`src/design/prrts_pkg.sv`:
```
// Package: shared types, constants and codes for the task scheduler.
`default_nettype none
package prrts_pkg;
	localparam int MAX_TASKS_DEF = 16;
	localparam int PRIO_BITS_DEF = 8;
	localparam int TICK_BITS_DEF = 32;
	localparam int CMD_W = 3;
	localparam int SLOT_W = 4;
	localparam int PRIN_W = 8;
	localparam int DLY_W = 32;
	localparam int STAT_W = 2;
	localparam int CNT_W = 5;
	localparam int CFG_IDX_W = 1;
	localparam int CFG_DATA_W = 8;

	typedef enum logic [CMD_W-1:0] {
		CMD_CREATE = 3'd0,
		CMD_ACTIVATE = 3'd1,
		CMD_TERMINATE = 3'd2,
		CMD_DELAY = 3'd3,
		CMD_TICK = 3'd4,
		CMD_START = 3'd5,
		CMD_RSVD6 = 3'd6,
		CMD_RSVD7 = 3'd7
	} cmd_t;

	typedef enum logic [1:0] {
		ST_SUSPEND = 2'd0,
		ST_READY = 2'd1,
		ST_WAITING = 2'd2,
		ST_RUNNING = 2'd3
	} tstate_t;

	typedef enum logic [STAT_W-1:0] {
		STAT_OK = 2'd0,
		STAT_BAD_PRIO = 2'd1,
		STAT_FULL = 2'd2,
		STAT_RSVD = 2'd3
	} status_t;

	localparam logic [CFG_IDX_W-1:0] REG_HIGHEST = 1'd0;
	localparam logic [CFG_IDX_W-1:0] REG_LOWEST = 1'd1;

	typedef enum logic [3:0] {
		SQ_IDLE,
		SQ_TICK,
		SQ_SCAN_MIN,
		SQ_SCAN_PUSH,
		SQ_DECIDE,
		SQ_DECIDE2,
		SQ_DONE
	} seq_state_t;
endpackage
`default_nettype wire

```
`src/design/prrts_if.sv`:
```
// Interfaces: command and result channels with valid/ready handshake.
`default_nettype none
interface prrts_cmd_if;
	import prrts_pkg::*;
	logic valid;
	logic ready;
	logic [CMD_W-1:0] cmd;
	logic [SLOT_W-1:0] task_slot;
	logic [PRIN_W-1:0] task_priority_in;
	logic [DLY_W-1:0] delay_ticks;
	modport source (output valid, cmd, task_slot, task_priority_in, delay_ticks, input ready);
	modport sink (input valid, cmd, task_slot, task_priority_in, delay_ticks, output ready);
endinterface

interface prrts_res_if;
	import prrts_pkg::*;
	logic valid;
	logic ready;
	logic [SLOT_W-1:0] next_task;
	logic switch_request;
	logic [STAT_W-1:0] status;
	logic [CNT_W-1:0] ready_count;
	modport source (output valid, next_task, switch_request, status, ready_count, input ready);
	modport sink (input valid, next_task, switch_request, status, ready_count, output ready);
endinterface
`default_nettype wire

```
`src/design/priority_round_robin_task_scheduler.sv`:
```
// Top level: task table, ready queue and slot-walking sequencer of the scheduler.
//
// channel | dir | handshake   | payload
// cmd_ch  | in  | valid/ready | cmd, task_slot, task_priority_in, delay_ticks
// res_ch  | out | valid/ready | next_task, switch_request, status, ready_count
// cfg     | in  | cfg_we      | cfg_idx, cfg_data
//
// A create, an unknown command or one on an uncreated slot goes from idle to
// done; a tick with a wake, once started, rebuilds and decides: the sequencer walks
// one table slot per cycle through the shared compare unit, once for the tick
// countdown, once for the best priority, once for the enqueue pass; deciding takes
// one or two more states (decide, decide2). The block is ready only while idle;
// a finished command holds in done while the previous result still waits in the
// output register. Reset clears control state and valid bits, so no clearing pass.
`default_nettype none
module priority_round_robin_task_scheduler
	import prrts_pkg::*;
#(
	parameter int MAX_TASKS = MAX_TASKS_DEF,
	parameter int PRIO_BITS = PRIO_BITS_DEF,
	parameter int TICK_BITS = TICK_BITS_DEF
) (
	input wire logic clk,
	input wire logic arst_n,
	prrts_cmd_if.sink cmd_ch,
	prrts_res_if.source res_ch,
	input wire logic cfg_we,
	input wire logic [CFG_IDX_W-1:0] cfg_idx,
	input wire logic [CFG_DATA_W-1:0] cfg_data
);
	localparam int IW = (MAX_TASKS > 1) ? $clog2(MAX_TASKS) : 1;
	localparam int TW = $clog2(MAX_TASKS + 1);
	localparam int SW = TW + 1;

	// task table and queue storage
	logic [PRIO_BITS-1:0] prio_q [MAX_TASKS];
	tstate_t st_q [MAX_TASKS];
	logic blk_q [MAX_TASKS];
	logic [TICK_BITS-1:0] ticks_q [MAX_TASKS];
	logic [IW-1:0] fifo_q [MAX_TASKS];
	logic [IW-1:0] head_q;
	logic [TW-1:0] fill_q;
	logic [TW-1:0] total_q;
	logic [IW-1:0] cur_q;
	logic [IW-1:0] nxt_q;
	logic running_q;
	logic [7:0] hi_q, lo_q;

	// command latch and sequencer
	seq_state_t sq_q, sq_d;
	cmd_t cmd_q;
	logic [TW-1:0] i_q;
	logic [8:0] best_q;
	logic woke_q;
	logic [STAT_W-1:0] stat_q;
	logic sw_q;

	// output register
	logic rvalid_q;
	logic [SLOT_W-1:0] res_next_q;
	logic res_sw_q;
	logic [STAT_W-1:0] res_stat_q;
	logic [CNT_W-1:0] res_cnt_q;

	logic [IW-1:0] i_idx;
	logic [SW-1:0] pos_sum;
	logic [IW-1:0] pos;
	logic [IW-1:0] head_nx;
	logic [IW-1:0] popped;
	logic [IW-1:0] slot_in;
	logic acc;
	logic i_last;
	logic slot_ok;
	logic tick_wake;
	logic want_decide;
	logic keep_cur;
	logic res_load;

	assign i_idx = i_q[IW-1:0];
	assign acc = cmd_ch.valid && cmd_ch.ready;
	assign cmd_ch.ready = (sq_q == SQ_IDLE);
	assign i_last = (i_q + TW'(1)) == total_q;
	assign pos_sum = SW'(head_q) + SW'(fill_q);
	assign pos = (pos_sum >= SW'(MAX_TASKS)) ? IW'(pos_sum - SW'(MAX_TASKS)) : IW'(pos_sum);
	assign head_nx = (head_q == IW'(MAX_TASKS - 1)) ? '0 : head_q + IW'(1);
	assign popped = fifo_q[head_q];
	assign slot_in = IW'(cmd_ch.task_slot);
	assign slot_ok = (SW'(cmd_ch.task_slot) < SW'(total_q))
		&& (int'(cmd_ch.task_slot) < MAX_TASKS);
	assign tick_wake = blk_q[i_idx] && (ticks_q[i_idx] == TICK_BITS'(2));
	assign want_decide = running_q && ((cmd_q == CMD_TICK) || (cur_q != '0));
	assign keep_cur = (fill_q == '0) && (st_q[cur_q] != ST_SUSPEND);
	assign res_load = (sq_q == SQ_DONE) && (!rvalid_q || res_ch.ready);

	// sequencer next state
	always_comb begin
		sq_d = sq_q;
		case (sq_q)
			SQ_IDLE: if (acc) begin
				case (cmd_t'(cmd_ch.cmd))
					CMD_TICK: sq_d = SQ_TICK;
					CMD_ACTIVATE, CMD_TERMINATE, CMD_DELAY:
						sq_d = slot_ok ? SQ_SCAN_MIN : SQ_DONE;
					CMD_START: sq_d = SQ_SCAN_MIN;
					default: sq_d = SQ_DONE;
				endcase
			end
			SQ_TICK: if (i_last)
				sq_d = (woke_q || tick_wake) ? SQ_SCAN_MIN
					: (want_decide ? SQ_DECIDE : SQ_DONE);
			SQ_SCAN_MIN: if (i_last) sq_d = SQ_SCAN_PUSH;
			SQ_SCAN_PUSH: if (i_last) sq_d = want_decide ? SQ_DECIDE : SQ_DONE;
			SQ_DECIDE: sq_d = keep_cur ? SQ_DONE : SQ_DECIDE2;
			SQ_DECIDE2: sq_d = SQ_DONE;
			SQ_DONE: if (!rvalid_q || res_ch.ready) sq_d = SQ_IDLE;
			default: sq_d = SQ_IDLE;
		endcase
	end

	always_ff @(posedge clk or negedge arst_n) begin
		if (!arst_n) sq_q <= SQ_IDLE;
		else sq_q <= sq_d;
	end

	// datapath: one slot per cycle through the shared compare unit
	always_ff @(posedge clk or negedge arst_n) begin
		if (!arst_n) begin
			for (int k = 0; k < MAX_TASKS; k++) begin
				st_q[k] <= ST_SUSPEND;
				blk_q[k] <= 1'b0;
			end
			prio_q[0] <= PRIO_BITS'(8'd255);
			head_q <= '0;
			fill_q <= '0;
			total_q <= TW'(1);
			cur_q <= '0;
			nxt_q <= '0;
			running_q <= 1'b0;
			hi_q <= 8'd0;
			lo_q <= 8'd255;
			i_q <= '0;
			woke_q <= 1'b0;
			sw_q <= 1'b0;
			stat_q <= STAT_OK;
			best_q <= 9'h100;
			cmd_q <= CMD_RSVD7;
		end else begin
			if (cfg_we) begin
				if (cfg_idx == REG_HIGHEST) hi_q <= cfg_data;
				else begin
					lo_q <= cfg_data;
					prio_q[0] <= PRIO_BITS'(cfg_data);
				end
			end
			case (sq_q)
				SQ_IDLE: if (acc) begin
					cmd_q <= cmd_t'(cmd_ch.cmd);
					i_q <= '0;
					woke_q <= 1'b0;
					best_q <= 9'h100;
					sw_q <= 1'b0;
					stat_q <= STAT_OK;
					case (cmd_t'(cmd_ch.cmd))
						CMD_CREATE: begin
							if ((int'(cmd_ch.task_priority_in) >= (1 << PRIO_BITS))
								|| cmd_ch.task_priority_in < hi_q
								|| cmd_ch.task_priority_in > lo_q)
								stat_q <= STAT_BAD_PRIO;
							else if (total_q >= TW'(MAX_TASKS))
								stat_q <= STAT_FULL;
							else begin
								prio_q[total_q[IW-1:0]] <= PRIO_BITS'(cmd_ch.task_priority_in);
								st_q[total_q[IW-1:0]] <= ST_SUSPEND;
								blk_q[total_q[IW-1:0]] <= 1'b0;
								ticks_q[total_q[IW-1:0]] <= '0;
								total_q <= total_q + TW'(1);
							end
						end
						// apply the slot change before the rebuild
						CMD_ACTIVATE: if (slot_ok) st_q[slot_in] <= ST_WAITING;
						CMD_TERMINATE: if (slot_ok) st_q[slot_in] <= ST_SUSPEND;
						CMD_DELAY: if (slot_ok) begin
							st_q[slot_in] <= ST_SUSPEND;
							blk_q[slot_in] <= 1'b1;
							ticks_q[slot_in] <= TICK_BITS'(cmd_ch.delay_ticks);
						end
						CMD_START: begin
							running_q <= 1'b1;
							cur_q <= '0;
							st_q[0] <= ST_WAITING;
						end
						default: ;
					endcase
				end
				SQ_TICK: begin
					if (blk_q[i_idx]) begin
						ticks_q[i_idx] <= ticks_q[i_idx] - TICK_BITS'(1);
						if (tick_wake) begin
							st_q[i_idx] <= ST_WAITING;
							blk_q[i_idx] <= 1'b0;
							woke_q <= 1'b1;
						end
					end
					i_q <= i_last ? '0 : i_q + TW'(1);
				end
				SQ_SCAN_MIN: begin
					// empty the queue, then track the best priority
					if (i_q == '0) fill_q <= '0;
					if (st_q[i_idx] != ST_SUSPEND && 9'(prio_q[i_idx]) < best_q)
						best_q <= 9'(prio_q[i_idx]);
					i_q <= i_last ? '0 : i_q + TW'(1);
				end
				SQ_SCAN_PUSH: begin
					// enqueue every live task of the best priority in slot order
					if (st_q[i_idx] != ST_SUSPEND && 9'(prio_q[i_idx]) == best_q) begin
						if (fill_q < TW'(MAX_TASKS)) begin
							fifo_q[pos] <= i_idx;
							fill_q <= fill_q + TW'(1);
						end
						st_q[i_idx] <= ST_READY;
					end
					i_q <= i_last ? '0 : i_q + TW'(1);
				end
				SQ_DECIDE: begin
					sw_q <= 1'b1;
					if (keep_cur) begin
						// nothing queued: keep the current task running
						st_q[cur_q] <= ST_RUNNING;
						fifo_q[pos] <= cur_q;
						fill_q <= fill_q + TW'(1);
					end else if (fill_q != '0) begin
						nxt_q <= popped;
						head_q <= head_nx;
						fill_q <= fill_q - TW'(1);
						st_q[popped] <= ST_RUNNING;
					end else begin
						nxt_q <= '0;
						st_q[0] <= ST_RUNNING;
					end
				end
				SQ_DECIDE2: begin
					// re-queue the current task at equal priority for round robin
					if (prio_q[nxt_q] == prio_q[cur_q] && st_q[cur_q] != ST_SUSPEND) begin
						if (fill_q < TW'(MAX_TASKS)) begin
							fifo_q[pos] <= cur_q;
							fill_q <= fill_q + TW'(1);
						end
						st_q[cur_q] <= ST_READY;
					end
					cur_q <= nxt_q;
				end
				default: ;
			endcase
		end
	end

	// output register: load when the previous result is gone
	always_ff @(posedge clk or negedge arst_n) begin
		if (!arst_n) begin
			rvalid_q <= 1'b0;
			res_next_q <= '0;
			res_sw_q <= 1'b0;
			res_stat_q <= STAT_OK;
			res_cnt_q <= '0;
		end else if (res_load) begin
			rvalid_q <= 1'b1;
			res_next_q <= SLOT_W'(cur_q);
			res_sw_q <= sw_q;
			res_stat_q <= stat_q;
			res_cnt_q <= CNT_W'(fill_q);
		end else if (res_ch.valid && res_ch.ready) begin
			rvalid_q <= 1'b0;
		end
	end

	assign res_ch.valid = rvalid_q;
	assign res_ch.next_task = res_next_q;
	assign res_ch.switch_request = res_sw_q;
	assign res_ch.status = res_stat_q;
	assign res_ch.ready_count = res_cnt_q;

	a_res_hold: assert property (@(posedge clk) disable iff (!arst_n)
		res_ch.valid && !res_ch.ready |=> res_ch.valid
		&& $stable({res_ch.next_task, res_ch.switch_request, res_ch.status,
		res_ch.ready_count}))
		else $error("result changed while waiting");
	a_busy: assert property (@(posedge clk) disable iff (!arst_n)
		sq_q != SQ_IDLE |-> !cmd_ch.ready)
		else $error("ready while busy");
	a_fill: assert property (@(posedge clk) disable iff (!arst_n)
		fill_q <= TW'(MAX_TASKS))
		else $error("queue fill out of range");
	a_total: assert property (@(posedge clk) disable iff (!arst_n)
		total_q >= TW'(1) && total_q <= TW'(MAX_TASKS))
		else $error("task total out of range");
	a_head: assert property (@(posedge clk) disable iff (!arst_n)
		int'(head_q) < MAX_TASKS)
		else $error("queue head out of range");
endmodule
`default_nettype wire
```
`src/flat_wrapper.sv`:
```
// flat-port wrapper written by rule: the top's interface ports become plain ports
module priority_round_robin_task_scheduler_flat import prrts_pkg::*;
#(
	parameter int MAX_TASKS = MAX_TASKS_DEF,
	parameter int PRIO_BITS = PRIO_BITS_DEF,
	parameter int TICK_BITS = TICK_BITS_DEF
)
  (clk, arst_n, cfg_we, cfg_idx, cfg_data, cmd_ch_valid, cmd_ch_cmd, cmd_ch_task_slot, cmd_ch_task_priority_in, cmd_ch_delay_ticks, cmd_ch_ready, res_ch_valid, res_ch_next_task, res_ch_switch_request, res_ch_status, res_ch_ready_count, res_ch_ready);
  prrts_cmd_if cmd_ch_i ();
  prrts_res_if res_ch_i ();
  input wire logic clk;
  input wire logic arst_n;
  input wire logic cfg_we;
  input wire logic [CFG_IDX_W-1:0] cfg_idx;
  input wire logic [CFG_DATA_W-1:0] cfg_data;
  input wire logic [$bits(cmd_ch_i.valid)-1:0] cmd_ch_valid;
  input wire logic [$bits(cmd_ch_i.cmd)-1:0] cmd_ch_cmd;
  input wire logic [$bits(cmd_ch_i.task_slot)-1:0] cmd_ch_task_slot;
  input wire logic [$bits(cmd_ch_i.task_priority_in)-1:0] cmd_ch_task_priority_in;
  input wire logic [$bits(cmd_ch_i.delay_ticks)-1:0] cmd_ch_delay_ticks;
  output wire logic [$bits(cmd_ch_i.ready)-1:0] cmd_ch_ready;
  output wire logic [$bits(res_ch_i.valid)-1:0] res_ch_valid;
  output wire logic [$bits(res_ch_i.next_task)-1:0] res_ch_next_task;
  output wire logic [$bits(res_ch_i.switch_request)-1:0] res_ch_switch_request;
  output wire logic [$bits(res_ch_i.status)-1:0] res_ch_status;
  output wire logic [$bits(res_ch_i.ready_count)-1:0] res_ch_ready_count;
  input wire logic [$bits(res_ch_i.ready)-1:0] res_ch_ready;
  assign cmd_ch_i.valid = cmd_ch_valid;
  assign cmd_ch_i.cmd = cmd_ch_cmd;
  assign cmd_ch_i.task_slot = cmd_ch_task_slot;
  assign cmd_ch_i.task_priority_in = cmd_ch_task_priority_in;
  assign cmd_ch_i.delay_ticks = cmd_ch_delay_ticks;
  assign cmd_ch_ready = cmd_ch_i.ready;
  assign res_ch_valid = res_ch_i.valid;
  assign res_ch_next_task = res_ch_i.next_task;
  assign res_ch_switch_request = res_ch_i.switch_request;
  assign res_ch_status = res_ch_i.status;
  assign res_ch_ready_count = res_ch_i.ready_count;
  assign res_ch_i.ready = res_ch_ready;
  priority_round_robin_task_scheduler #(.MAX_TASKS(MAX_TASKS), .PRIO_BITS(PRIO_BITS), .TICK_BITS(TICK_BITS)) u_core (.clk(clk), .arst_n(arst_n), .cmd_ch(cmd_ch_i), .res_ch(res_ch_i), .cfg_we(cfg_we), .cfg_idx(cfg_idx), .cfg_data(cfg_data));
endmodule
```
`config.mk`:
```
export PLATFORM = sky130hd
export DESIGN_NAME = priority_round_robin_task_scheduler_flat
export DESIGN_NICKNAME = d
export VERILOG_FILES = /design/src/design/prrts_pkg.sv /design/src/design/prrts_if.sv /design/src/design/priority_round_robin_task_scheduler.sv /design/src/flat_wrapper.sv
export SDC_FILE = /design/constraint.sdc
export NUM_CORES = 1
export LEC_CHECK = 0
export BUFFER_PORTS_ARGS = -buffer_cell sky130_fd_sc_hd__buf_2
export CORE_MARGIN = 2
export CORE_UTILIZATION = 40
export DETAILED_ROUTE_END_ITERATION = 6
export SYNTH_ARGS = -nofsm -noshare
export SYNTH_HDL_FRONTEND = slang
export SYNTH_SLANG_ARGS = --single-unit
```
`constraint.sdc`:
```
create_clock -name clk -period 5.4 [get_ports clk]
set_input_delay 0.27 -clock clk [delete_from_list [all_inputs] [get_ports clk]]
set_output_delay 0.27 -clock clk [all_outputs]
set_load 0.02 [all_outputs]
```
* Word-level counts from Yosys, hierarchy flattened *
Memory sizes are Yosys's and may differ from the RTL's.
Index checks and enable logic that the tools add are counted.
Widths: inputs -> output; s select.

cells by class
  $add $sub $neg = 8
  order comparisons = 18
  equality and inequality tests = 38
  mux-type cells = 139
  bitwise logic cells = 35
  reduce and logical (&&, ||, !) cells = 64

operators by type and width
  kind                   count
  $mux 128               5
  $mux 32                12
  $pmux 32 s5            1
  $bwmux 128             1
  $and 16x16->16         6
  $bmux 8 s4             3
  $mux 16                6
  $not 16->16            6
  $pmux 30 s3            1
  $or 16x16->16          5
  $mux 8                 9
  $and 32x32->32         2
  $not 32->32            2
  $or 32x32->32          2
  $pmux 16 s2            2
  $reduce_or 32->1       2
  $mux 4                 15
  $demux 2 s4            5
  $mux 5                 8
  $mux 1                 36
  $ge 5x5->1 const B     7
  $demux 8 s4            1
  $eq 32x2->1 const B    1
  $sub 32x1->32 const B  1
  other kinds (65)       163

word-level totals
  register bits = 253
  bits in writable memories = 576
  output and inout port bits = 14
  memories kept = 2

memory list
  name            words  bits a word  read ports  clocked after Yosys merged registers in  wr ports  RTL line                                   RTL
  u_core.ticks_q  16     32           1           0                                        1         priority_round_robin_task_scheduler.sv:39  logic [TICK_BITS-1:0] ticks_q [MAX_TASKS];
  u_core.fifo_q   16     4            1           0                                        1         priority_round_robin_task_scheduler.sv:40  logic [IW-1:0] fifo_q [MAX_TASKS];

* Logic depth before layout (Yosys ltp) *
  depth after elaboration = 12
  gate-level depth with buffers = 22
  gate-level depth less buffers = 15

* Worst setup path after synthesis *
No wires, ideal clock.

  path kind = flip-flop to flip-flop
  start = register u_core.i_q[0]
  end = register u_core.best_q[1]
  library setup time = 0.125 ns
  arrival = 4.986 ns
  slack = 0.289 ns
  cell stages (with the launch flop) = 21
  clock period less this slack = 5.111 ns
  cell sequence = dfrtp_1 buf_4 buf_6 buf_6 buf_6 buf_4 buf_2 buf_2 mux4_2 mux4_2 ha_1 nor2b_1 o21a_1 o21a_1 o21a_1 o21a_1 o21a_1 o21ai_0 a21oi_1 nor2_1 mux2_2

on the way
  longest elaborated chain between the ends = 8
  elaborated cells on any way between the ends = 14

ends and longest elaborated chain
  item                                                                        RTL line                                                                                RTL
  start, declared                                                             priority_round_robin_task_scheduler.sv:52                                               logic [TW-1:0] i_q;
  start signal, assigned                                                      priority_round_robin_task_scheduler.sv:204                                              i_q <= i_last ? '0 : i_q + TW'(1);
  start signal, assigned                                                      priority_round_robin_task_scheduler.sv:211                                              i_q <= i_last ? '0 : i_q + TW'(1);
  start signal, assigned                                                      priority_round_robin_task_scheduler.sv:222                                              i_q <= i_last ? '0 : i_q + TW'(1);
  $not 4->5 (implied by the code) (*)                                         priority_round_robin_task_scheduler.sv:209, priority_round_robin_task_scheduler.sv:210
  $bmux 8 s4 / $bmux 2 s4 (equally long branches)                             priority_round_robin_task_scheduler.sv:209, priority_round_robin_task_scheduler.sv:210
  $mux 8 (implied by the code) / $mux 2 (equally long branches) (2 in a row)  priority_round_robin_task_scheduler.sv:209, priority_round_robin_task_scheduler.sv:210
  $lt 8x9->1 / $reduce_bool 2->1 (equally long branches)                      priority_round_robin_task_scheduler.sv:209                                              if (st_q[i_idx] != ST_SUSPEND && 9'(prio_q[i_idx]) < best_q)
  $logic_and 1x1->1                                                           priority_round_robin_task_scheduler.sv:209
  $ne 2x1->1 (no line)                                                        --
  $reduce_and 3->1 (no line)                                                  --
  end signal, assigned                                                        priority_round_robin_task_scheduler.sv:210                                              best_q <= 9'(prio_q[i_idx]);
  end, declared                                                               priority_round_robin_task_scheduler.sv:53                                               logic [8:0] best_q;

Mark *: on every way between the ends. The rest lies on a longest branch, timed or not. The select of a mux whose other input is x is not followed.
A chain may end at the register's enable or synchronous reset.

* Worst setup path after layout *
  start = register u_core.cur_q[0]
  end = memory u_core.fifo_q[0][3] in the netlist's numbering (enable)

on the way
  longest elaborated chain between the ends = 12
  elaborated cells on any way between the ends = 21

ends and longest elaborated chain
  item                                       RTL line                                                                               RTL
  start, declared                            priority_round_robin_task_scheduler.sv:44                                              logic [IW-1:0] cur_q;
  start signal, assigned                     priority_round_robin_task_scheduler.sv:250                                             cur_q <= nxt_q;
  $not 4->5 (implied by the code) (*)        priority_round_robin_task_scheduler.sv:92, priority_round_robin_task_scheduler.sv:243
  $bmux 2 s4                                 priority_round_robin_task_scheduler.sv:92, priority_round_robin_task_scheduler.sv:243
  $mux 2 (implied by the code) (2 in a row)  priority_round_robin_task_scheduler.sv:92, priority_round_robin_task_scheduler.sv:243
  $reduce_bool 2->1                          priority_round_robin_task_scheduler.sv:92, priority_round_robin_task_scheduler.sv:243
  $logic_and 1x1->1                          priority_round_robin_task_scheduler.sv:92                                              assign keep_cur = (fill_q == '0) && (st_q[cur_q] != ST_SUSPEND);
  $mux 1                                     priority_round_robin_task_scheduler.sv:226                                             if (keep_cur) begin
  $mux 1                                     priority_round_robin_task_scheduler.sv:155                                             case (sq_q)
  $logic_and 1x1->1 (implied by the code)    priority_round_robin_task_scheduler.sv:229                                             fifo_q[pos] <= cur_q;
  $mux 1 (implied by the code)               priority_round_robin_task_scheduler.sv:229
  $or 1x1->1 (no line)                       --
  $or 1x1->1 (no line) (*)                   --
  end, declared                              priority_round_robin_task_scheduler.sv:40

Marked as above.

==> summary.json <==
{
  "worst_setup_path": {
    "critical_path.cell_chain": "mux4_2, a22o_1, a221oi_1, xor2_1, or3_1, nor4b_1, o21ai_1, o21a_1, or3_1, nor2_1",
    "cp.required_ps": 5690,
    "worst_setup_path_start_kind": "flip-flop",
    "timing.critical_path.fanout_max": 21,
    "cp_slowest_stage_delay_ps": 850,
    "worst_path_max_delay_cell": "sky130_fd_sc_hd__dfrtp_2",
    "critical_path.endpoint_type": "flip-flop",
    "criticalPathCategory": "reg2reg",
    "cpMostUsedCell": "sky130_fd_sc_hd__or3_1",
    "cpLargestDelayFamily": "simple AND/OR/NAND/NOR gates",
    "path_buf_inv": 0,
    "worst_ep_arrival_time_ps": 5080
  },
  "grt": {
    "grt_overflow": 0,
    "grt_first_pass_wirelength_um": 167400,
    "grt_use_total_pct": 22.42,
    "grt_start_max_net_pins": 51,
    "antenna_found_initial": 5,
    "first_global_vias": 25617
  },
  "cts": {
    "tritoncts": "built",
    "cts.reportedPaths.clkPinSlew_ps": 60,
    "clock_tree.htree_level_count": 3,
    "clk_root_buffer_cell": "sky130_fd_sc_hd__clkbuf_16",
    "cts-root-to-sink-buffers": 3,
    "numClockSinks": 828,
    "cts_inserted_buffers": 87,
    "clock_latency_ps": 670,
    "number_of_gates_resized_after_cts": 0
  },
  "sta": {
    "finalSetupTns_ps": 0,
    "period_needed_ps": 4787,
    "max_slew.worst_pin.slew_ps": 1182,
    "rsz0062_at_grt": "no",
    "drv_slew": 0,
    "timing_hold_violations_final": 0,
    "finalHoldWorstSlack_ps": 30.45,
    "setup_ws_ps": 612.7,
    "maximum_clock_frequency_mhz": 208.9,
    "clock_skew_ps": 30.77,
    "report.final.setup_viol": 0,
    "max_slew_margin_pct": 20.49,
    "timing.final.crit_share_pct": 88.65
  },
  "yosys": {
    "part_of_the_yosys_area_used_for_sequential_elements_pct": 61.77,
    "postSynth.asyncResetShare_pct": 15.94,
    "syn_avg_cell_area_um2": 14.96,
    "synth_nets": 2727,
    "post_synthesis_sequential_element_count": 828,
    "synth_area_um2": 39230,
    "number_of_flops_mapped_to_enable_cells_by_yosys": 696,
    "synthCells": 2623,
    "yosysWarnings": 0,
    "yosys.cell_types.count": 80,
    "yosys_most_used_dff": "sky130_fd_sc_hd__edfxtp_1"
  },
  "job": {
    "timing.max_cap.violations": 0
  },
  "floorplanning": {
    "num_rows": 114,
    "design.die.area_um2": 100600,
    "pin_count": 75,
    "die_h_um": 317.2,
    "design.core.area_um2": 96990,
    "start_util_pct": 40.44,
    "die_width_um": 317.2
  },
  "final_layout": {
    "total_area_of_sequential_cells_um2": 24240,
    "share_of_final_layout_standard_cells_stronger_than_drive_strength_1_pct": 25.47,
    "layout_commonest_cell": "sky130_fd_sc_hd__edfxtp_1",
    "fill_cells": 8352,
    "finish.net_count": 2880,
    "most-common-layout-cells": "696 x sky130_fd_sc_hd__edfxtp_1, 272 x sky130_fd_sc_hd__mux4_2, 208 x sky130_fd_sc_hd__nand2_1, 184 x sky130_fd_sc_hd__nor2_1, 132 x sky130_fd_sc_hd__a21oi_1",
    "area_growth_syn_to_layout_pct": 14.49,
    "multi_input_comb_area_um2": 14110
  },
  "drt": {
    "wl_um": 112500,
    "antenna_left": 0,
    "drc_errors": 0,
    "average_wire_per_cell_in_the_routed_design_um": 27.26,
    "post_drt_via_cell_ratio": 6.127,
    "num_vias": 25285,
    "first_iter_violations": 3315,
    "drt-pass1-iter-count": 6
  },
  "power_and_ir_drop": {
    "worst_ir_drop_vdd_mv": 0.3474,
    "leakage_power_total_nw": 13.89,
    "power_per_cell_area_nw_per_um2": 455.8
  },
  "placed_design": {
    "io_buffer_count": 74,
    "gp_routability_congestion": 0.9304,
    "dp.final_hpwl_um": 70230,
    "dp_slack_ps": 348.6
  },
  "run_status": {
    "result_of_the_run": "completed"
  },
  "min_path": {
    "worst_hold_path_type": "in2reg"
  }
}
[tightest hold or removal path, cell delays in order]
cell and delay, ps:
sky130_fd_sc_hd__buf_2 210, sky130_fd_sc_hd__nor2_1 140, sky130_fd_sc_hd__a21oi_1 50
[stage by stage]
| stage | std cells | util, % | cell area (um2) | power (mW) |
|---|---|---|---|---|
| after global placement | 3950 | 43.15 | 41850 | 14.22 |
| after detailed placement | 3950 | 43.15 | 41850 | 14.37 |
| after CTS | 4123 | 46.30 | 44900 | 20.49 |
| after global routing | 4124 | 46.30 | 44910 | 21.32 |
| after floorplan | 2623 | - | 39230 | 12.22 |
| final | 4127 | 46.31 | 44910 | 20.47 |
[cells by family (layout without fill, tap and decap cells)]
group	after synthesis	count (layout)	synth area share, %
xor gates and xnor gates	54	54	1.206
adders and majority gates	43	43	1.391
and+or+nand+nor	608	608	7.157
muxes	314	314	16.79
other	0	4	0
AOI/OAI and AO/OA	552	552	9.106
buffers and inverters	224	448	2.580
DFF	828	828	61.77
[Yosys cell counts (12+ instances only)]
cell type	number	share of area [%]
sky130_fd_sc_hd__o21ai_0	133	1.7
sky130_fd_sc_hd__a21o_1	18	0.34
sky130_fd_sc_hd__xnor2_1	32	0.71
sky130_fd_sc_hd__nand2_1	208	2.0
sky130_fd_sc_hd__a22oi_1	70	1.3
sky130_fd_sc_hd__nor2_1	193	1.8
sky130_fd_sc_hd__a211oi_1	12	0.23
sky130_fd_sc_hd__a31oi_1	12	0.19
sky130_fd_sc_hd__and3_1	25	0.40
sky130_fd_sc_hd__nand2b_1	27	0.43
sky130_fd_sc_hd__a221oi_1	17	0.38
sky130_fd_sc_hd__buf_2	20	0.26
sky130_fd_sc_hd__nor3_1	31	0.40
sky130_fd_sc_hd__mux4_2	272	16
sky130_fd_sc_hd__o22ai_1	22	0.35
sky130_fd_sc_hd__nand3_1	32	0.41
sky130_fd_sc_hd__inv_1	56	0.54
sky130_fd_sc_hd__ha_1	42	1.3
sky130_fd_sc_hd__dfstp_2	21	1.4
sky130_fd_sc_hd__buf_6	13	0.37
sky130_fd_sc_hd__o21a_1	21	0.40
sky130_fd_sc_hd__nor2b_1	27	0.43
sky130_fd_sc_hd__clkbuf_1	110	1.1
sky130_fd_sc_hd__edfxtp_1	696	53
sky130_fd_sc_hd__xor2_1	22	0.49
sky130_fd_sc_hd__a22o_1	29	0.65
sky130_fd_sc_hd__a21oi_1	132	1.7
sky130_fd_sc_hd__o2bb2ai_1	12	0.27
sky130_fd_sc_hd__mux2_2	33	0.95
sky130_fd_sc_hd__dfrtp_1	111	7.1
[layer usage]
metal | wire length (um) | GRT usage, % | up-vias
li1 | - | - | 10723
met2 | 53700 | 36.29 | 1170
met5 | 29 | 0 | -
met1 | 46450 | 30.77 | 13138
met3 | 8719 | 3.880 | 248
met4 | 3616 | 7.640 | 6
[final cells by class]
class / instances / share of cell area [%]
antenna: 4 / 0.02229
clock buffer: 115 / 5.310
clock inverter: 45 / 1.192
inverter: 59 / 0.4931
multi-input combinational: 1571 / 31.42
sequential: 828 / 53.98
tap: 1276 / 3.555
timing repair buffer: 229 / 4.031
[power breakdown]
part,total [mW],leakage [nW],switching [mW],internal (mW)
registers,7.68,6.86,0.434,7.24
logic,6.67,5.61,3.94,2.73
clock network,6.12,1.43,2.53,3.60
total,20.5,13.9,6.90,13.6
[timing repair]
action	CTS	global route
hold buffers	13	0
buffers inserted	0	0
hold endpoints to repair	58	0
[path summary, 6_finish.rpt]
| path | cells after the start | endpoint | startpoint | slack [ps] |
|---|---|---|---|---|
| max in group asynchronous | 3 | u_core.i_q[0] | arst_n | 4050 |
| max reg2reg | 10 | u_core.fifo_q[0][3] | u_core.cur_q[0] | 610 |
| min | 3 | u_core.prio_q[120] | cmd_ch_task_priority_in[0] | 30 |
| max | 10 | u_core.fifo_q[0][3] | u_core.cur_q[0] | 610 |
| min reg2reg | 2 | u_core.cmd_q[0] | u_core.cmd_q[0] | 470 |
| min in group asynchronous | 2 | u_core.hi_q[1] | arst_n | 120 |
Note: power is estimated with default switching activity, not from simulation.
